`config.mk`:
```
export PLATFORM = sky130hd
export DESIGN_NAME = qtst_cycle
export DESIGN_NICKNAME = d
export VERILOG_FILES = /design/src/rtl/queue_timeline_sync_tracker_top_macros.svh /design/src/rtl/qtst_pkg.sv /design/src/rtl/qtst_cycle.sv
export SDC_FILE = /design/constraint.sdc
export NUM_CORES = 1
export LEC_CHECK = 0
export ABC_AREA = 0
export BUFFER_PORTS_ARGS = -buffer_cell sky130_fd_sc_hd__buf_4
export CORE_UTILIZATION = 45
export CTS_CLUSTER_SIZE = 14
export DETAILED_ROUTE_END_ITERATION = 16
export GPL_TIMING_DRIVEN = 1
export PLACE_DENSITY = 0.73
export REMOVE_ABC_BUFFERS = 1
export SLEW_MARGIN = 10
export SYNTH_ARGS = -nofsm -noshare
export SYNTH_HDL_FRONTEND = slang
export SYNTH_SLANG_ARGS = --single-unit
```
`constraint.sdc`:
```
create_clock -name clk -period 1.45 [get_ports clk]
set_input_delay 0.29 -clock clk [delete_from_list [all_inputs] [get_ports clk]]
set_output_delay 0.29 -clock clk [all_outputs]
set_load 0.01 [all_outputs]
```
`src/rtl/queue_timeline_sync_tracker_top_macros.svh`:
```
// ----------------------------------------------------------------------------
// Queue timeline sync tracker assertion macros
// Shorthand for the clocked checks at the end of the top level.
// ----------------------------------------------------------------------------
`ifndef QUEUE_TIMELINE_SYNC_TRACKER_TOP_MACROS_SVH
`define QUEUE_TIMELINE_SYNC_TRACKER_TOP_MACROS_SVH

// Same-cycle implication, checked outside reset.
`define QTST_ASSERT_IMP(lbl, ante, cons) \
    lbl: assert property (@(posedge clk) disable iff (!rst_n) (ante) |-> (cons)) \
        else $error("qtst assertion failed");

// Next-cycle implication, checked outside reset.
`define QTST_ASSERT_NXT(lbl, ante, cons) \
    lbl: assert property (@(posedge clk) disable iff (!rst_n) (ante) |=> (cons)) \
        else $error("qtst assertion failed");

`endif

```
`src/rtl/qtst_pkg.sv`:
```
// ----------------------------------------------------------------------------
// Queue timeline sync tracker package
// Opcodes, status codes, default sizes and shared types.
// ----------------------------------------------------------------------------
`default_nettype none

package qtst_pkg;

    localparam int TL_W       = 64;
    localparam int MASK_W     = 32;
    localparam int OP_W       = 3;
    localparam int QUEUE_W    = 2;
    localparam int STATUS_W   = 2;

    localparam int DEF_WAIT_DEPTH  = 8;
    localparam int DEF_QUEUE_COUNT = 4;
    localparam int DEF_STAGE_BITS  = 32;

    localparam logic [QUEUE_W-1:0] SHARED_SLOT = 2'd1;
    localparam logic [QUEUE_W-1:0] ASYNC_QUEUE = 2'd3;

    localparam logic [OP_W-1:0] OP_ALLOC  = 3'd0;
    localparam logic [OP_W-1:0] OP_WAIT   = 3'd1;
    localparam logic [OP_W-1:0] OP_COMMIT = 3'd2;
    localparam logic [OP_W-1:0] OP_RESET  = 3'd3;
    localparam logic [OP_W-1:0] OP_READ   = 3'd4;
    localparam logic [OP_W-1:0] OP_LIST   = 3'd5;
    localparam logic [OP_W-1:0] OP_DEAD   = 3'd6;

    localparam logic [STATUS_W-1:0] STS_OK       = 2'd0;
    localparam logic [STATUS_W-1:0] STS_FULL     = 2'd1;
    localparam logic [STATUS_W-1:0] STS_NO_ALLOC = 2'd2;

    // Control of the wait graph unit.
    typedef struct packed {
        logic clear;
        logic set_edge;
        logic close_step;
    } cyc_ctl_t;

    // Async compute folds onto the compute slot when sharing is enabled.
    function automatic logic [QUEUE_W-1:0] map_queue(input logic [QUEUE_W-1:0] q,
                                                     input logic shares);
        logic [QUEUE_W-1:0] m;
        m = q;
        if (q == ASYNC_QUEUE && shares)
            m = SHARED_SLOT;
        return m;
    endfunction

endpackage

`default_nettype wire

```
`src/rtl/qtst_cycle.sv`:
```
// ----------------------------------------------------------------------------
// Queue timeline sync tracker wait graph
// Reachability matrix of unmet waits, closed one pivot slot per cycle.
// ----------------------------------------------------------------------------
`default_nettype none

module qtst_cycle #(
    parameter int QUEUE_COUNT = 4
) (
    input  wire logic                            clk,
    input  wire logic                            rst_n,
    input  wire qtst_pkg::cyc_ctl_t              ctl,
    input  wire logic [$clog2(QUEUE_COUNT)-1:0]  from_slot,
    input  wire logic [$clog2(QUEUE_COUNT)-1:0]  to_slot,
    input  wire logic [$clog2(QUEUE_COUNT)-1:0]  step_slot,
    output logic                                 deadlock
);
    import qtst_pkg::*;

    logic [QUEUE_COUNT-1:0] reach_reg [QUEUE_COUNT];

    always_ff @(posedge clk or negedge rst_n)
    begin
        if (!rst_n)
        begin
            for (int i = 0; i < QUEUE_COUNT; i++)
                reach_reg[i] <= '0;
        end
        else if (ctl.clear)
        begin
            for (int i = 0; i < QUEUE_COUNT; i++)
                reach_reg[i] <= '0;
        end
        else if (ctl.set_edge)
            reach_reg[from_slot][to_slot] <= 1'b1;
        else if (ctl.close_step)
        begin
            // One Warshall pivot: i reaches j through the step slot.
            for (int i = 0; i < QUEUE_COUNT; i++)
                if (reach_reg[i][step_slot])
                    reach_reg[i] <= reach_reg[i] | reach_reg[step_slot];
        end
    end

    always_comb
    begin
        deadlock = 1'b0;
        for (int i = 0; i < QUEUE_COUNT; i++)
            deadlock = deadlock | reach_reg[i][i];
    end

endmodule

`default_nettype wire
```
==> flow_summary.ini <==
[outcome]
status = finished with violations
violations = negative setup slack

[drt]
num_vias = 1010
wl_um = 2930
ant_nets = 0
drt-wirelength-per-cell_um = 19.4
drt_iter0_drc = 61
firstDrtPassIters = 4
via_per_inst = 6.69
drc_errors = 0

[floorplanning]
die_w_um = 51.1
core-area_sq_um = 2230
io_pins = 12
die_y_um = 51.1
die-area_sq_um = 2610
core.rowCount = 17
start_util = 0.486

[power]
leakagePower_nw = 0.552
power_density_nw_per_um2 = 736
sw_frac_of_total = 0.279
ir_drop_mv = 0.673
combPwrFrac = 0.217
p_int_mw = 0.712
p_clk_frac = 0.307
switching_power_mw = 0.275
seq_power_share = 0.477

[logic_synthesis]
yosysTopAreaCell = dfrtp_1
yosysUniqueCellTypes = 22
synthTopCellsByCount = 18 x inv_1, 16 x dfrtp_1, 16 x o32ai_1
syn_area_per_cell_sq_um = 11.0
synth_top_area_share = 0.369
synth_enable_flop_cells = 0
synth_area_leaders = dfrtp_1 37%, o32ai_1 13%, a22oi_1 8.3%, mux2_2 8.3%, inv_1 6.2%
synth_flop_cell = dfrtp_1
netlist_instances = 99
ys_warn_count = 0
synth_most_common_cell = inv_1
synth_area_sq_um = 1090
synth-seq-area-share = 0.369
synthArstFlopShare = 1.00
synth_seq_cells = 16

[placement]
dp_slack_ps = -115
dp_cells = 146
gp_congestion = 0.979
dpl_cell_area_sq_um = 1280
dp_hpwl_um = 2200
portBuffers = 11

[setup_path]
cp_max_fo = 4
worst_setup_path_end_kind = register
critical_path_class = reg2reg
worstPathArrival_ps = 1640
start_kind = register
cp.required_ps = 1630

[sta]
worst_slack_ps = -12.4
hold_viol_final = 0
worst_pin_slew_ps = 293
rsz0062_at_grt = yes
setup_viol = 2
fmax_mhz = 684
finalClockSkew_ps = 5.15
slew_violations = 0
min_period_ps = 1460
slew_headroom = 0.804
period_share = 1.01

[cts]
postCtsSetupRepairBufs = 0
htreeDepth = 1
path_clk_slew_ps = 100
cts-buffers-inserted = 3
cts_tree = built
clk_path_buf_depth = 2
cts_sinks = 16
insertion_delay_ps = 290
root_buffer = clkbuf_4

[job]
drv_cap = 0

[grt]
grt.overflow.total = 0
antenna_found_initial = 0
grt_pass1_wl_um = 4730
grt_pass1_vias = 936
grt.total_usage = 0.256
grt_max_degree = 17

[cells_and_area]
diodes = 0
nNetsFinal = 135
drive_above_1_share = 0.390
area_delta_synth_final_pct = 23.4
fin_area_sq_um = 1340
largest_reg_flops = 16
fin_cells = 151

[min_path]
hold_path_class = in2reg
[cell families after synthesis]
kind of cell	synth area share
compound gates	0.297
buf+inv	0.0887
flops	0.369
mux	0.173
simple gates	0.0726
[stage by stage]
stage | power [mW] | hold WS, ps | util | setup TNS (ps)
CTS | 0.983 | 212 | 0.594 | 0
floorplan | 0.566 | -5.59 | - | 0
global placement | 0.677 | 160 | 0.575 | -613
global route | 1.03 | 210 | 0.600 | -118
detailed placement | 0.682 | 162 | 0.575 | -875
finish | 0.987 | 217 | 0.600 | -18.6
[path summary, 6_finish.rpt]
kind,startpoint,to,slack [ps],cells past startpoint
min,ctl[2],reach_reg[15],220,2
min in group asynchronous,rst_n,reach_reg[15],370,2
max reg2reg,reach_reg[2],reach_reg[6],-10,3
max in group asynchronous,rst_n,reach_reg[9],900,2
min reg2reg,reach_reg[13],reach_reg[13],560,2
max,reach_reg[2],reach_reg[6],-10,3
[per-layer routing]
| layer | wire [um] | part of all wire | global-route usage | vias up |
|---|---|---|---|---|
| met5 | 0 | 0 | 0 | - |
| met4 | 76 | 0.026 | 0.116 | 0 |
| met3 | 165 | 0.056 | 0.0387 | 11 |
| met2 | 1400 | 0.48 | 0.377 | 43 |
| met1 | 1280 | 0.44 | 0.366 | 509 |
| li1 | - | - | - | 447 |
[what timing repair did]
| action | CTS | global route |
|---|---|---|
| endpoints found under the hold margin | 16 | 0 |
| setup endpoints to repair | 2 | 8 |
| pin swaps | 0 | 1 |
| gates resized for setup | 1 | 5 |
| hold buffers | 1 | 0 |
[power groups by stage]
stage / sequential, mW / clock (mW) / combinational [mW]
global placement: 0.477 / 0 / 0.201
detailed placement: 0.477 / 0 / 0.205
floorplan: 0.473 / 0 / 0.0927
global route: 0.471 / 0.328 / 0.233
CTS: 0.469 / 0.307 / 0.208
finish: 0.470 / 0.303 / 0.214
[worst max-delay path, cell delays in order, from the launching register on]
cell	delay (ps)
dfrtp_1	440
mux4_2	550
a22oi_1	250
o32ai_1	110
[layout by cell type, fill, tap and decap left out, types with 2 or more instances in the layout]
cell type   n
mux2_2      8
buf_4      22
a32oi_1     3
clkbuf_4    3
dfrtp_1    16
inv_1      17
and3b_1     2
a22oi_1    11
o22ai_2     4
o32ai_1    16
nor2b_1     2
mux4_2      4
[layout make-up]
cell class	instances	area [sq um]
fill	205	893
multi-input combinational	60	594
sequential	16	400
timing repair buffer	25	206
inverter	18	67.6
clock buffer	4	36.3
tap	28	35.0
Note: power is estimated with default switching activity, not from simulation.
