`src/rtl/queue_timeline_sync_tracker_top_macros.svh`:
```
// ----------------------------------------------------------------------------
// Queue timeline sync tracker assertion macros
// Shorthand for the clocked checks at the end of the top level.
// ----------------------------------------------------------------------------
`ifndef QUEUE_TIMELINE_SYNC_TRACKER_TOP_MACROS_SVH
`define QUEUE_TIMELINE_SYNC_TRACKER_TOP_MACROS_SVH

// Same-cycle implication, checked outside reset.
`define QTST_ASSERT_IMP(lbl, ante, cons) \
    lbl: assert property (@(posedge clk) disable iff (!rst_n) (ante) |-> (cons)) \
        else $error("qtst assertion failed");

// Next-cycle implication, checked outside reset.
`define QTST_ASSERT_NXT(lbl, ante, cons) \
    lbl: assert property (@(posedge clk) disable iff (!rst_n) (ante) |=> (cons)) \
        else $error("qtst assertion failed");

`endif

```
`src/rtl/qtst_pkg.sv`:
```
// ----------------------------------------------------------------------------
// Queue timeline sync tracker package
// Opcodes, status codes, default sizes and shared types.
// ----------------------------------------------------------------------------
`default_nettype none

package qtst_pkg;

    localparam int TL_W       = 64;
    localparam int MASK_W     = 32;
    localparam int OP_W       = 3;
    localparam int QUEUE_W    = 2;
    localparam int STATUS_W   = 2;

    localparam int DEF_WAIT_DEPTH  = 8;
    localparam int DEF_QUEUE_COUNT = 4;
    localparam int DEF_STAGE_BITS  = 32;

    localparam logic [QUEUE_W-1:0] SHARED_SLOT = 2'd1;
    localparam logic [QUEUE_W-1:0] ASYNC_QUEUE = 2'd3;

    localparam logic [OP_W-1:0] OP_ALLOC  = 3'd0;
    localparam logic [OP_W-1:0] OP_WAIT   = 3'd1;
    localparam logic [OP_W-1:0] OP_COMMIT = 3'd2;
    localparam logic [OP_W-1:0] OP_RESET  = 3'd3;
    localparam logic [OP_W-1:0] OP_READ   = 3'd4;
    localparam logic [OP_W-1:0] OP_LIST   = 3'd5;
    localparam logic [OP_W-1:0] OP_DEAD   = 3'd6;

    localparam logic [STATUS_W-1:0] STS_OK       = 2'd0;
    localparam logic [STATUS_W-1:0] STS_FULL     = 2'd1;
    localparam logic [STATUS_W-1:0] STS_NO_ALLOC = 2'd2;

    // Control of the wait graph unit.
    typedef struct packed {
        logic clear;
        logic set_edge;
        logic close_step;
    } cyc_ctl_t;

    // Async compute folds onto the compute slot when sharing is enabled.
    function automatic logic [QUEUE_W-1:0] map_queue(input logic [QUEUE_W-1:0] q,
                                                     input logic shares);
        logic [QUEUE_W-1:0] m;
        m = q;
        if (q == ASYNC_QUEUE && shares)
            m = SHARED_SLOT;
        return m;
    endfunction

endpackage

`default_nettype wire

```
`src/rtl/qtst_wait_mem.sv`:
```
// ----------------------------------------------------------------------------
// Queue timeline sync tracker wait memory
// Pending wait entries: source slot, target value and stage mask.
// ----------------------------------------------------------------------------
`default_nettype none

module qtst_wait_mem #(
    parameter int QUEUE_COUNT = 4,
    parameter int WAIT_DEPTH  = 8,
    parameter int STAGE_W     = 32
) (
    input  wire logic                                       clk,
    input  wire logic                                       rd_en,
    input  wire logic [$clog2(QUEUE_COUNT*WAIT_DEPTH)-1:0]  rd_addr,
    output logic [$clog2(QUEUE_COUNT)-1:0]                  rd_src,
    output logic [qtst_pkg::TL_W-1:0]                       rd_tgt,
    output logic [STAGE_W-1:0]                              rd_stg,
    input  wire logic                                       wr_en,
    input  wire logic [$clog2(QUEUE_COUNT*WAIT_DEPTH)-1:0]  wr_addr,
    input  wire logic [$clog2(QUEUE_COUNT)-1:0]             wr_src,
    input  wire logic [qtst_pkg::TL_W-1:0]                  wr_tgt,
    input  wire logic [STAGE_W-1:0]                         wr_stg
);
    import qtst_pkg::*;

    localparam int DEPTH  = QUEUE_COUNT * WAIT_DEPTH;
    localparam int SLOT_W = $clog2(QUEUE_COUNT);

    logic [SLOT_W-1:0]  mem_src [DEPTH];
    logic [TL_W-1:0]    mem_tgt [DEPTH];
    logic [STAGE_W-1:0] mem_stg [DEPTH];

    always_ff @(posedge clk)
    begin
        if (wr_en)
        begin
            mem_src[wr_addr] <= wr_src;
            mem_tgt[wr_addr] <= wr_tgt;
            mem_stg[wr_addr] <= wr_stg;
        end
        if (rd_en)
        begin
            rd_src <= mem_src[rd_addr];
            rd_tgt <= mem_tgt[rd_addr];
            rd_stg <= mem_stg[rd_addr];
        end
    end

endmodule

`default_nettype wire

```
`config.mk`:
```
export PLATFORM = sky130hd
export DESIGN_NAME = qtst_wait_mem
export DESIGN_NICKNAME = d
export VERILOG_FILES = /design/src/rtl/queue_timeline_sync_tracker_top_macros.svh /design/src/rtl/qtst_pkg.sv /design/src/rtl/qtst_wait_mem.sv
export SDC_FILE = /design/constraint.sdc
export NUM_CORES = 2
export LEC_CHECK = 0
export ABC_AREA = 1
export BUFFER_PORTS_ARGS = -buffer_cell sky130_fd_sc_hd__buf_2
export CAP_MARGIN = 30
export CORE_MARGIN = 5
export CORE_UTILIZATION = 30
export DETAILED_ROUTE_END_ITERATION = 16
export GPL_ROUTABILITY_DRIVEN = 0
export PLACE_DENSITY_LB_ADDON = 0.08
export REMOVE_ABC_BUFFERS = 1
export SLEW_MARGIN = 30
export SYNTH_ARGS = -nofsm -noshare
export SYNTH_HDL_FRONTEND = slang
export SYNTH_SLANG_ARGS = --single-unit
```
`constraint.sdc`:
```
create_clock -name clk -period 8.2 [get_ports clk]
set_clock_uncertainty 0.2 [all_clocks]
set_input_delay 0 -clock clk [delete_from_list [all_inputs] [get_ports clk]]
set_output_delay 0 -clock clk [all_outputs]
set_load 0.005 [all_outputs]
```
==> results_dict.tcl <==
set metrics [dict create \
    status "complete, no violations" \
    rsz0062_at_grt "false" \
    hp-class "input pin to flip-flop" \
    synth_edf_count 3234 \
    final_core_util_pct 35.1 \
    worst-endpoint-required_ns 8.66 \
    pwr-share-seq_pct 50.5 \
    grt_first_pass_wirelength_um 626000 \
    worst_pin_slew_ns 1.07 \
    core_um2 424000 \
    drt_pass1_iterations 6 \
    first_iter_violations 6712 \
    insertion_delay_ns 0.93 \
    postSynthCellCount 10332 \
    critPathLaunchType "input pin" \
    cts-resized-gates 0 \
    cp_max_fo 64 \
    grtUsageTotal_pct 19.6 \
    rr_worst_depth 10 \
    setup_viol 0 \
    cts_tree "built" \
    final_area_um2 149000 \
    gr-total-overflow 0 \
    postPlaceCellArea_um2 135000 \
    synth_area_um2 128000 \
    start_util_pct 30.1 \
    ys_seq_area_share_pct 76.0 \
    finalWirelength_um 444000 \
    async_reset_ff_share_pct 0 \
    die_w_um 662 \
    hold_start "wr_tgt[11]" \
    ys.flop_type "edfxtp_1" \
    path_class "input pin to flip-flop" \
    viasPerCell 4.93 \
    synth_top_area_cell "edfxtp_1" \
    clock_power_share_pct 43.7 \
    drv_cap 0 \
    cts-root-buf "clkbuf_16" \
    ios 209 \
    dp_hpwl_um 197000 \
    hold_depth 3 \
    whs_ns 0.0410 \
    synth_warnings 0 \
    place_ws_ns 4.17 \
    numClockSinks 3234 \
    period_share_pct 55.0 \
    yosysMostFrequentCell "nand2_1" \
    final_hold_viol_count 0 \
    end_kind "flip-flop" \
    fin_nets 10756 \
    wl_per_cell_um 26.7 \
    clk_pin_slew_worst_paths_ns 0.06 \
    yosysTopAreaCellShare_pct 76.0 \
    max_freq_mhz 222 \
    timing.rr.start "mem_tgt[28][36]" \
    pwr-share-comb_pct 5.9 \
    grt_pass1_vias 80527 \
    port_buffers 208 \
    fin_ws_ns 3.69 \
    clockBufferDepth 4 \
    slew_headroom_pct 28.5 \
    cp-startpoint "rd_addr[1]" \
    ys_seq_elements 3234 \
    syn_avg_cell_area_um2 12.4 \
    ys_top_cells_by_count "nand2_1, edfxtp_1, nand3_1" \
    sw_frac_of_total_pct 23.2 \
    irDropWorstVdd_v 0.000182 \
    vias 82008 \
    switchingPower_mw 8.50 \
    cts_buffers 372 \
    r2r_end "rd_tgt[36]" \
    cp.arrival_ns 4.97 \
    htree_levels 5 \
    antenna_found_initial 41 \
    synth.area.top_cells "edfxtp_1, nand3_1, nand2_1" \
    finalMaxSlewViolations 0 \
    rows 239 \
    ant_nets 0 \
    grt_max_degree 194 \
    ys_types 12 \
    drc 0 \
    die_h_um 662 \
    period_needed_ns 4.51 \
    pwr_density_cell_nw_per_um2 247 \
    internal_power_mw 28.2 \
    final_layout_size_suffix_gt1_share_pct 9.30 \
    p_leak_nw 52.1 \
    area_growth_pct 16.5 \
    die-area_um2 439000 \
    holdPathEnd "mem_tgt[17][11]" \
    rrSetupSlack_ns 5.66 \
]
placed cells by master (no fill, tap or decap), types with 15 or more instances in the layout:
master	n
buf_12	48
bufinv_16	21
nand3_1	2752
nand2_1	3631
clkbuf_16	381
buf_16	15
buf_2	293
buf_4	109
nor2_4	32
clkinv_2	69
clkbuf_1	99
dlygate4sd3_1	129
edfxtp_1	3234
clkinv_1	82
flip-flops by register name, indices dropped and copies added (netlist names):
signal / flops
mem_tgt: 2048
mem_stg: 1024
mem_src: 64
rd_tgt: 64
rd_stg: 32
rd_src: 2
critical path, cell delays in order:
cell	delay, ns
dlygate4sd3_1	0.58
buf_8	0.37
buf_4	0.63
buf_4	0.61
buf_4	0.83
nand3_1	0.15
nand3_1	0.11
nand2_1	0.07
nand2_1	0.08
nand2_1	0.06
nand2_1	0.05
dlygate4sd3_1	0.54
nand2_1	0.04
dlygate4sd3_1	0.56
worst max path at each step:
stage | slack (ns) | depth (start not counted) | endpoint
after detailed placement | 4.17 | 10 | rd_tgt[47]
final | 3.69 | 14 | rd_tgt[36]
after global routing | 3.57 | 14 | rd_tgt[36]
after global placement | 3.98 | 9 | rd_tgt[37]
after CTS | 3.82 | 14 | rd_tgt[36]
after floorplan | -4.54 | 9 | rd_stg[0]
logic make-up after synthesis:
family                 count (synthesis)  synth area share, %
buffers and inverters                681                 2.40
flip-flops                          3234                 76.0
AND/OR/NAND/NOR                     6417                 21.6
metrics by stage:
step | setup TNS, ns | total power [mW] | instances
2_1_floorplan | -438.66 | 20.1 | 9660
3_3_place_gp | 0 | 21.0 | 15693
3_5_place_dp | 0 | 21.0 | 15704
4_1_cts | 0 | 37.2 | 16611
5_1_grt | 0 | 38.1 | 16617
6_report | 0 | 36.7 | 16627
repair_timing:
item	in CTS	in global routing
hold endpoints to repair	3799	0
hold buffers	226	0
setup buffers	0	0
setup endpoints to repair	0	0
cell type report:
type / instances / area, um2
fillers: 41659 / 275000
flip-flops and latches: 3234 / 97100
multi-input cells: 6417 / 27800
clock buffers: 480 / 9910
well taps: 5663 / 7090
repair buffers: 611 / 5160
clock inverters: 201 / 1660
inverters: 9 / 76.3
diodes: 12 / 30.0
routing by layer:
layer	global-route usage, %	share of wire [%]	wire (um)	vias up
met1	26.4	44	196000	42013
met2	33.7	49	218000	1904
met5	0	0.015	67	-
met4	4.91	2.6	11700	10
li1	-	-	-	37461
met3	2.44	4.1	18400	620
power groups by stage:
stage	registers, mW	clock network, mW	logic [mW]
after floorplan	18.9	0	1.19
after global placement	18.9	0	2.08
after detailed placement	18.9	0	2.09
after CTS	18.5	16.5	2.21
after global routing	18.5	17.2	2.37
final	18.5	16.0	2.15
Power figures use the tool's default switching activity.
