$ cat src/rtl/queue_timeline_sync_tracker_top_macros.svh
// ----------------------------------------------------------------------------
// Queue timeline sync tracker assertion macros
// Shorthand for the clocked checks at the end of the top level.
// ----------------------------------------------------------------------------
`ifndef QUEUE_TIMELINE_SYNC_TRACKER_TOP_MACROS_SVH
`define QUEUE_TIMELINE_SYNC_TRACKER_TOP_MACROS_SVH

// Same-cycle implication, checked outside reset.
`define QTST_ASSERT_IMP(lbl, ante, cons) \
    lbl: assert property (@(posedge clk) disable iff (!rst_n) (ante) |-> (cons)) \
        else $error("qtst assertion failed");

// Next-cycle implication, checked outside reset.
`define QTST_ASSERT_NXT(lbl, ante, cons) \
    lbl: assert property (@(posedge clk) disable iff (!rst_n) (ante) |=> (cons)) \
        else $error("qtst assertion failed");

`endif

$ cat src/rtl/qtst_pkg.sv
// ----------------------------------------------------------------------------
// Queue timeline sync tracker package
// Opcodes, status codes, default sizes and shared types.
// ----------------------------------------------------------------------------
`default_nettype none

package qtst_pkg;

    localparam int TL_W       = 64;
    localparam int MASK_W     = 32;
    localparam int OP_W       = 3;
    localparam int QUEUE_W    = 2;
    localparam int STATUS_W   = 2;

    localparam int DEF_WAIT_DEPTH  = 8;
    localparam int DEF_QUEUE_COUNT = 4;
    localparam int DEF_STAGE_BITS  = 32;

    localparam logic [QUEUE_W-1:0] SHARED_SLOT = 2'd1;
    localparam logic [QUEUE_W-1:0] ASYNC_QUEUE = 2'd3;

    localparam logic [OP_W-1:0] OP_ALLOC  = 3'd0;
    localparam logic [OP_W-1:0] OP_WAIT   = 3'd1;
    localparam logic [OP_W-1:0] OP_COMMIT = 3'd2;
    localparam logic [OP_W-1:0] OP_RESET  = 3'd3;
    localparam logic [OP_W-1:0] OP_READ   = 3'd4;
    localparam logic [OP_W-1:0] OP_LIST   = 3'd5;
    localparam logic [OP_W-1:0] OP_DEAD   = 3'd6;

    localparam logic [STATUS_W-1:0] STS_OK       = 2'd0;
    localparam logic [STATUS_W-1:0] STS_FULL     = 2'd1;
    localparam logic [STATUS_W-1:0] STS_NO_ALLOC = 2'd2;

    // Control of the wait graph unit.
    typedef struct packed {
        logic clear;
        logic set_edge;
        logic close_step;
    } cyc_ctl_t;

    // Async compute folds onto the compute slot when sharing is enabled.
    function automatic logic [QUEUE_W-1:0] map_queue(input logic [QUEUE_W-1:0] q,
                                                     input logic shares);
        logic [QUEUE_W-1:0] m;
        m = q;
        if (q == ASYNC_QUEUE && shares)
            m = SHARED_SLOT;
        return m;
    endfunction

endpackage

`default_nettype wire

$ cat src/rtl/qtst_ctr_mem.sv
// ----------------------------------------------------------------------------
// Queue timeline sync tracker counter memory
// Per-slot next signal, committed value and wait count, with valid bits.
// ----------------------------------------------------------------------------
`default_nettype none

module qtst_ctr_mem #(
    parameter int QUEUE_COUNT = 4,
    parameter int WAIT_DEPTH  = 8
) (
    input  wire logic                              clk,
    input  wire logic                              rst_n,
    input  wire logic                              clr,
    input  wire logic                              rd_en,
    input  wire logic [$clog2(QUEUE_COUNT)-1:0]    rd_addr,
    output logic [qtst_pkg::TL_W-1:0]              rd_next,
    output logic [qtst_pkg::TL_W-1:0]              rd_comm,
    output logic [$clog2(WAIT_DEPTH+1)-1:0]        rd_cnt,
    input  wire logic                              wr_en,
    input  wire logic [$clog2(QUEUE_COUNT)-1:0]    wr_addr,
    input  wire logic [qtst_pkg::TL_W-1:0]         wr_next,
    input  wire logic [qtst_pkg::TL_W-1:0]         wr_comm,
    input  wire logic [$clog2(WAIT_DEPTH+1)-1:0]   wr_cnt
);
    import qtst_pkg::*;

    localparam int CNT_W  = $clog2(WAIT_DEPTH + 1);

    logic [TL_W-1:0]  mem_next [QUEUE_COUNT];
    logic [TL_W-1:0]  mem_comm [QUEUE_COUNT];
    logic [CNT_W-1:0] mem_cnt  [QUEUE_COUNT];
    logic [QUEUE_COUNT-1:0] valid_reg;

    logic [TL_W-1:0]  rd_next_reg;
    logic [TL_W-1:0]  rd_comm_reg;
    logic [CNT_W-1:0] rd_cnt_reg;
    logic             rd_vld_reg;

    always_ff @(posedge clk)
    begin
        if (wr_en)
        begin
            mem_next[wr_addr] <= wr_next;
            mem_comm[wr_addr] <= wr_comm;
            mem_cnt[wr_addr]  <= wr_cnt;
        end
        if (rd_en)
        begin
            rd_next_reg <= mem_next[rd_addr];
            rd_comm_reg <= mem_comm[rd_addr];
            rd_cnt_reg  <= mem_cnt[rd_addr];
            rd_vld_reg  <= valid_reg[rd_addr];
        end
    end

    always_ff @(posedge clk or negedge rst_n)
    begin
        if (!rst_n)
            valid_reg <= '0;
        else if (clr)
            valid_reg <= '0;
        else if (wr_en)
            valid_reg[wr_addr] <= 1'b1;
    end

    // A slot never written since reset reads as its reset counters.
    assign rd_next = rd_vld_reg ? rd_next_reg : TL_W'(1);
    assign rd_comm = rd_vld_reg ? rd_comm_reg : '0;
    assign rd_cnt  = rd_vld_reg ? rd_cnt_reg  : '0;

endmodule

`default_nettype wire

$ cat config.mk
export PLATFORM = sky130hd
export DESIGN_NAME = qtst_ctr_mem
export DESIGN_NICKNAME = d
export VERILOG_FILES = /design/src/rtl/queue_timeline_sync_tracker_top_macros.svh /design/src/rtl/qtst_pkg.sv /design/src/rtl/qtst_ctr_mem.sv
export SDC_FILE = /design/constraint.sdc
export NUM_CORES = 1
export LEC_CHECK = 0
export ABC_CLOCK_PERIOD_IN_PS = 2000
export BUFFER_PORTS_ARGS = -buffer_cell sky130_fd_sc_hd__buf_2
export CAP_MARGIN = 5
export CORE_ASPECT_RATIO = 0.8
export CORE_UTILIZATION = 60
export DETAILED_ROUTE_END_ITERATION = 6
export GPL_TIMING_DRIVEN = 0
export HOLD_SLACK_MARGIN = 0.06
export PLACE_DENSITY = 0.88
export SYNTH_ARGS = -nofsm -noshare
export SYNTH_HDL_FRONTEND = slang
export SYNTH_SLANG_ARGS = --single-unit
$ cat constraint.sdc
create_clock -name clk -period 2 [get_ports clk]
set_clock_uncertainty 0.2 [all_clocks]
set_input_delay 0.1 -clock clk [delete_from_list [all_inputs] [get_ports clk]]
set_output_delay 0.1 -clock clk [all_outputs]
set_load 0.05 [all_outputs]
==> impl_metrics.yaml <==
run_status:
  status: "finished, violations left"
  violations: "hold timing, setup timing"
global_routing:
  antenna_found_initial: 5
  grt_overflow: 0
  grt_max_degree: 70
  grt_pass1_wl_um: 87200
  grt_pass1_vias: 13600
  grt_use_total: 0.299
power:
  leakagePower_nw: 11.2
  max-vdd-ir-drop_mv: 1.10
  power.density_nw_per_um2: 976
logic_synthesis:
  synth.most_common_cell: "edfxtp_1"
  yosys-top-cells-count: "edfxtp_1 (661), mux4_2 (133), and2_1 (131)"
  yosysTopAreaCell: "edfxtp_1"
  syn_area_um2: 24100
  ys_seq_area_frac: 0.828
  syn_avg_cell_area_um2: 24.5
  synth.area.top_cells: "edfxtp_1 (82%), mux4_2 (12%), and2_1 (3.4%), buf_6 (0.42%), dfrtp_1 (0.42%)"
  syn-num-nets: 1126
  yosysTopAreaCellShare: 0.824
  synth_warnings: 0
  synth_cells: 985
  synth_ff_type: "edfxtp_1"
  netlist-cell-type-count: 17
  synth_edf_count: 661
  synth_seq_cells: 665
  async_reset_ff_frac: 0.00602
timing:
  setup_violations: 129
  fin_ws_ps: -77.9
  rsz0062_at_grt: "true"
  worst_slew_pin_slew_ps: 1010
  fin_crit_ps: 2080
  fmax_ghz: 0.481
  hold_ws_ps: -161
  drv_slew: 0
  hold_violations: 8
  relSlewSlack: 0.327
  finalCritPeriodShare: 1.04
die:
  rows: 65
  start_util: 0.610
  core_area_um2: 39500
  die-area_um2: 41000
  fp.dieH_um: 181
  pin_count: 273
  die_x_um: 226
job:
  maxCapViolCount: 0
worst_setup_path:
  path_class: "reg -> out"
  r2r_cells: 3
  required_ps: 1700
  worst_ep_arrival_time_ps: 1780
  end_kind: "output port"
  worstPathMaxFanout: 5
  startpoint_type: "flop"
clock_tree:
  insertion_delay_ps: 580
  root_buffer: "clkbuf_16"
  cts_sinks: 665
  clk_pin_slew_worst_paths_ps: 80
  cts_buffers: 58
  cts_tree: "done"
  cts_buffer_depth: 3
  cts-htree-levels: 2
drt:
  wirelength_um: 61800
  vias: 12800
  wl_per_cell_um: 29.0
  vias_per_cell: 6.03
  drtIter0Drc: 1301
  post-route-drc-count: 0
  ant_nets: 0
  firstDrtPassIters: 5
cells_and_area:
  reg_top3: "mem_comm (256), mem_next (256)"
  final_area_um2: 31900
  num-nets-final: 1687
  drive_gt1_frac: 0.408
  syn_to_final_growth_pct: 32.5
  fin_util: 0.807
place:
  portBuffers: 270
  hpwl_um: 29000
  gp_congestion: 0.764
  placed_area_um2: 26600
  place_ws_ps: -590
worst_hold_path:
  holdPathStages: 2
  hp-class: "in -> reg"
stage by stage:
stage                     cells  total power [mW]  setup TNS (ps)
after detailed placement   1810              18.9          -71910
after floorplan             985              18.0         -387770
after global placement     1791              18.7        -1386270
after global routing       2125              31.9          -14480
after CTS                  2115              30.8           -9810
final                      2129              31.2           -4160
routing by layer:
| layer | track usage | share of wire |
|---|---|---|
| met2 | 0.528 | 0.54 |
| met1 | 0.384 | 0.37 |
| met5 | 0 | 0 |
| met3 | 0.0494 | 0.069 |
| met4 | 0.0884 | 0.027 |
layout by cell type, fill, tap and decap left out, types with 2 or more instances in the layout:
cell	n
clkinv_2	9
o21ba_2	2
buf_8	23
and2_4	88
and2_1	43
buf_2	153
dfrtp_1	4
clkbuf_16	64
bufinv_16	9
dlygate4sd3_1	199
mux4_2	133
edfxtp_1	661
buf_6	135
buf_12	8
clkinv_1	9
diode_2	8
buf_16	9
clkbuf_1	17
buf_4	3
clkbuf_8	3
critical path, cell delays in order, from the launching register on:
cell and delay (ps):
edfxtp_1 380, buf_6 150, buf_8 130, buf_8 140, buf_8 130, and2_4 140
buf_8 140
final timing paths:
check / from / to / slack [ps]
max in group asynchronous: rst_n / valid_reg[0]$_DFFE_PN0P_ / 1110
worst max-delay path: rd_vld_reg$_DFFE_PP_ / rd_next[15] / -80
worst min-delay path: wr_addr[1] / mem_next[0][55]$_DFFE_PP_ / -160
worst max register to register: valid_reg[3]$_DFFE_PN0P_ / valid_reg[3]$_DFFE_PN0P_ / 470
worst min register to register: valid_reg[2]$_DFFE_PN0P_ / valid_reg[2]$_DFFE_PN0P_ / 340
min in group asynchronous: rst_n / valid_reg[3]$_DFFE_PN0P_ / 290
kinds of logic (layout without fill, tap and decap cells):
logic type / count (synthesis) / count (layout) / synth area share
flops: 665 / 665 / 0.828
simple gates: 137 / 137 / 0.0357
mux: 133 / 133 / 0.124
buf+inv: 46 / 646 / 0.0107
compound gates: 4 / 4 / 0.00130
other cells: 0 / 8 / 0
power breakdown:
part | switching (mW) | internal, mW
registers | 0.274 | 16.2
clock network | 5.03 | 6.54
logic | 1.70 | 1.43
repair_timing:
| action | CTS | global route |
|---|---|---|
| gates resized for setup | 348 | 69 |
| cloned | 5 | 2 |
| hold buffers | 198 | 4 |
| setup buffers | 3 | 0 |
| endpoints found under the hold margin | 720 | 89 |
| endpoints found under the setup margin | 132 | 131 |
area by class of cell:
class | instances | area [µm²]
flip-flops and latches | 665 | 19900
inverters | 2 | 11.3
plain buffers | 44 | 414
multi-input cells | 274 | 4130
clock buffers | 70 | 1520
well taps | 536 | 671
diodes | 8 | 20.0
repair buffers | 501 | 4840
clock inverters | 29 | 369
fillers | 1739 | 7610
Note: power is estimated with default switching activity, not from simulation.
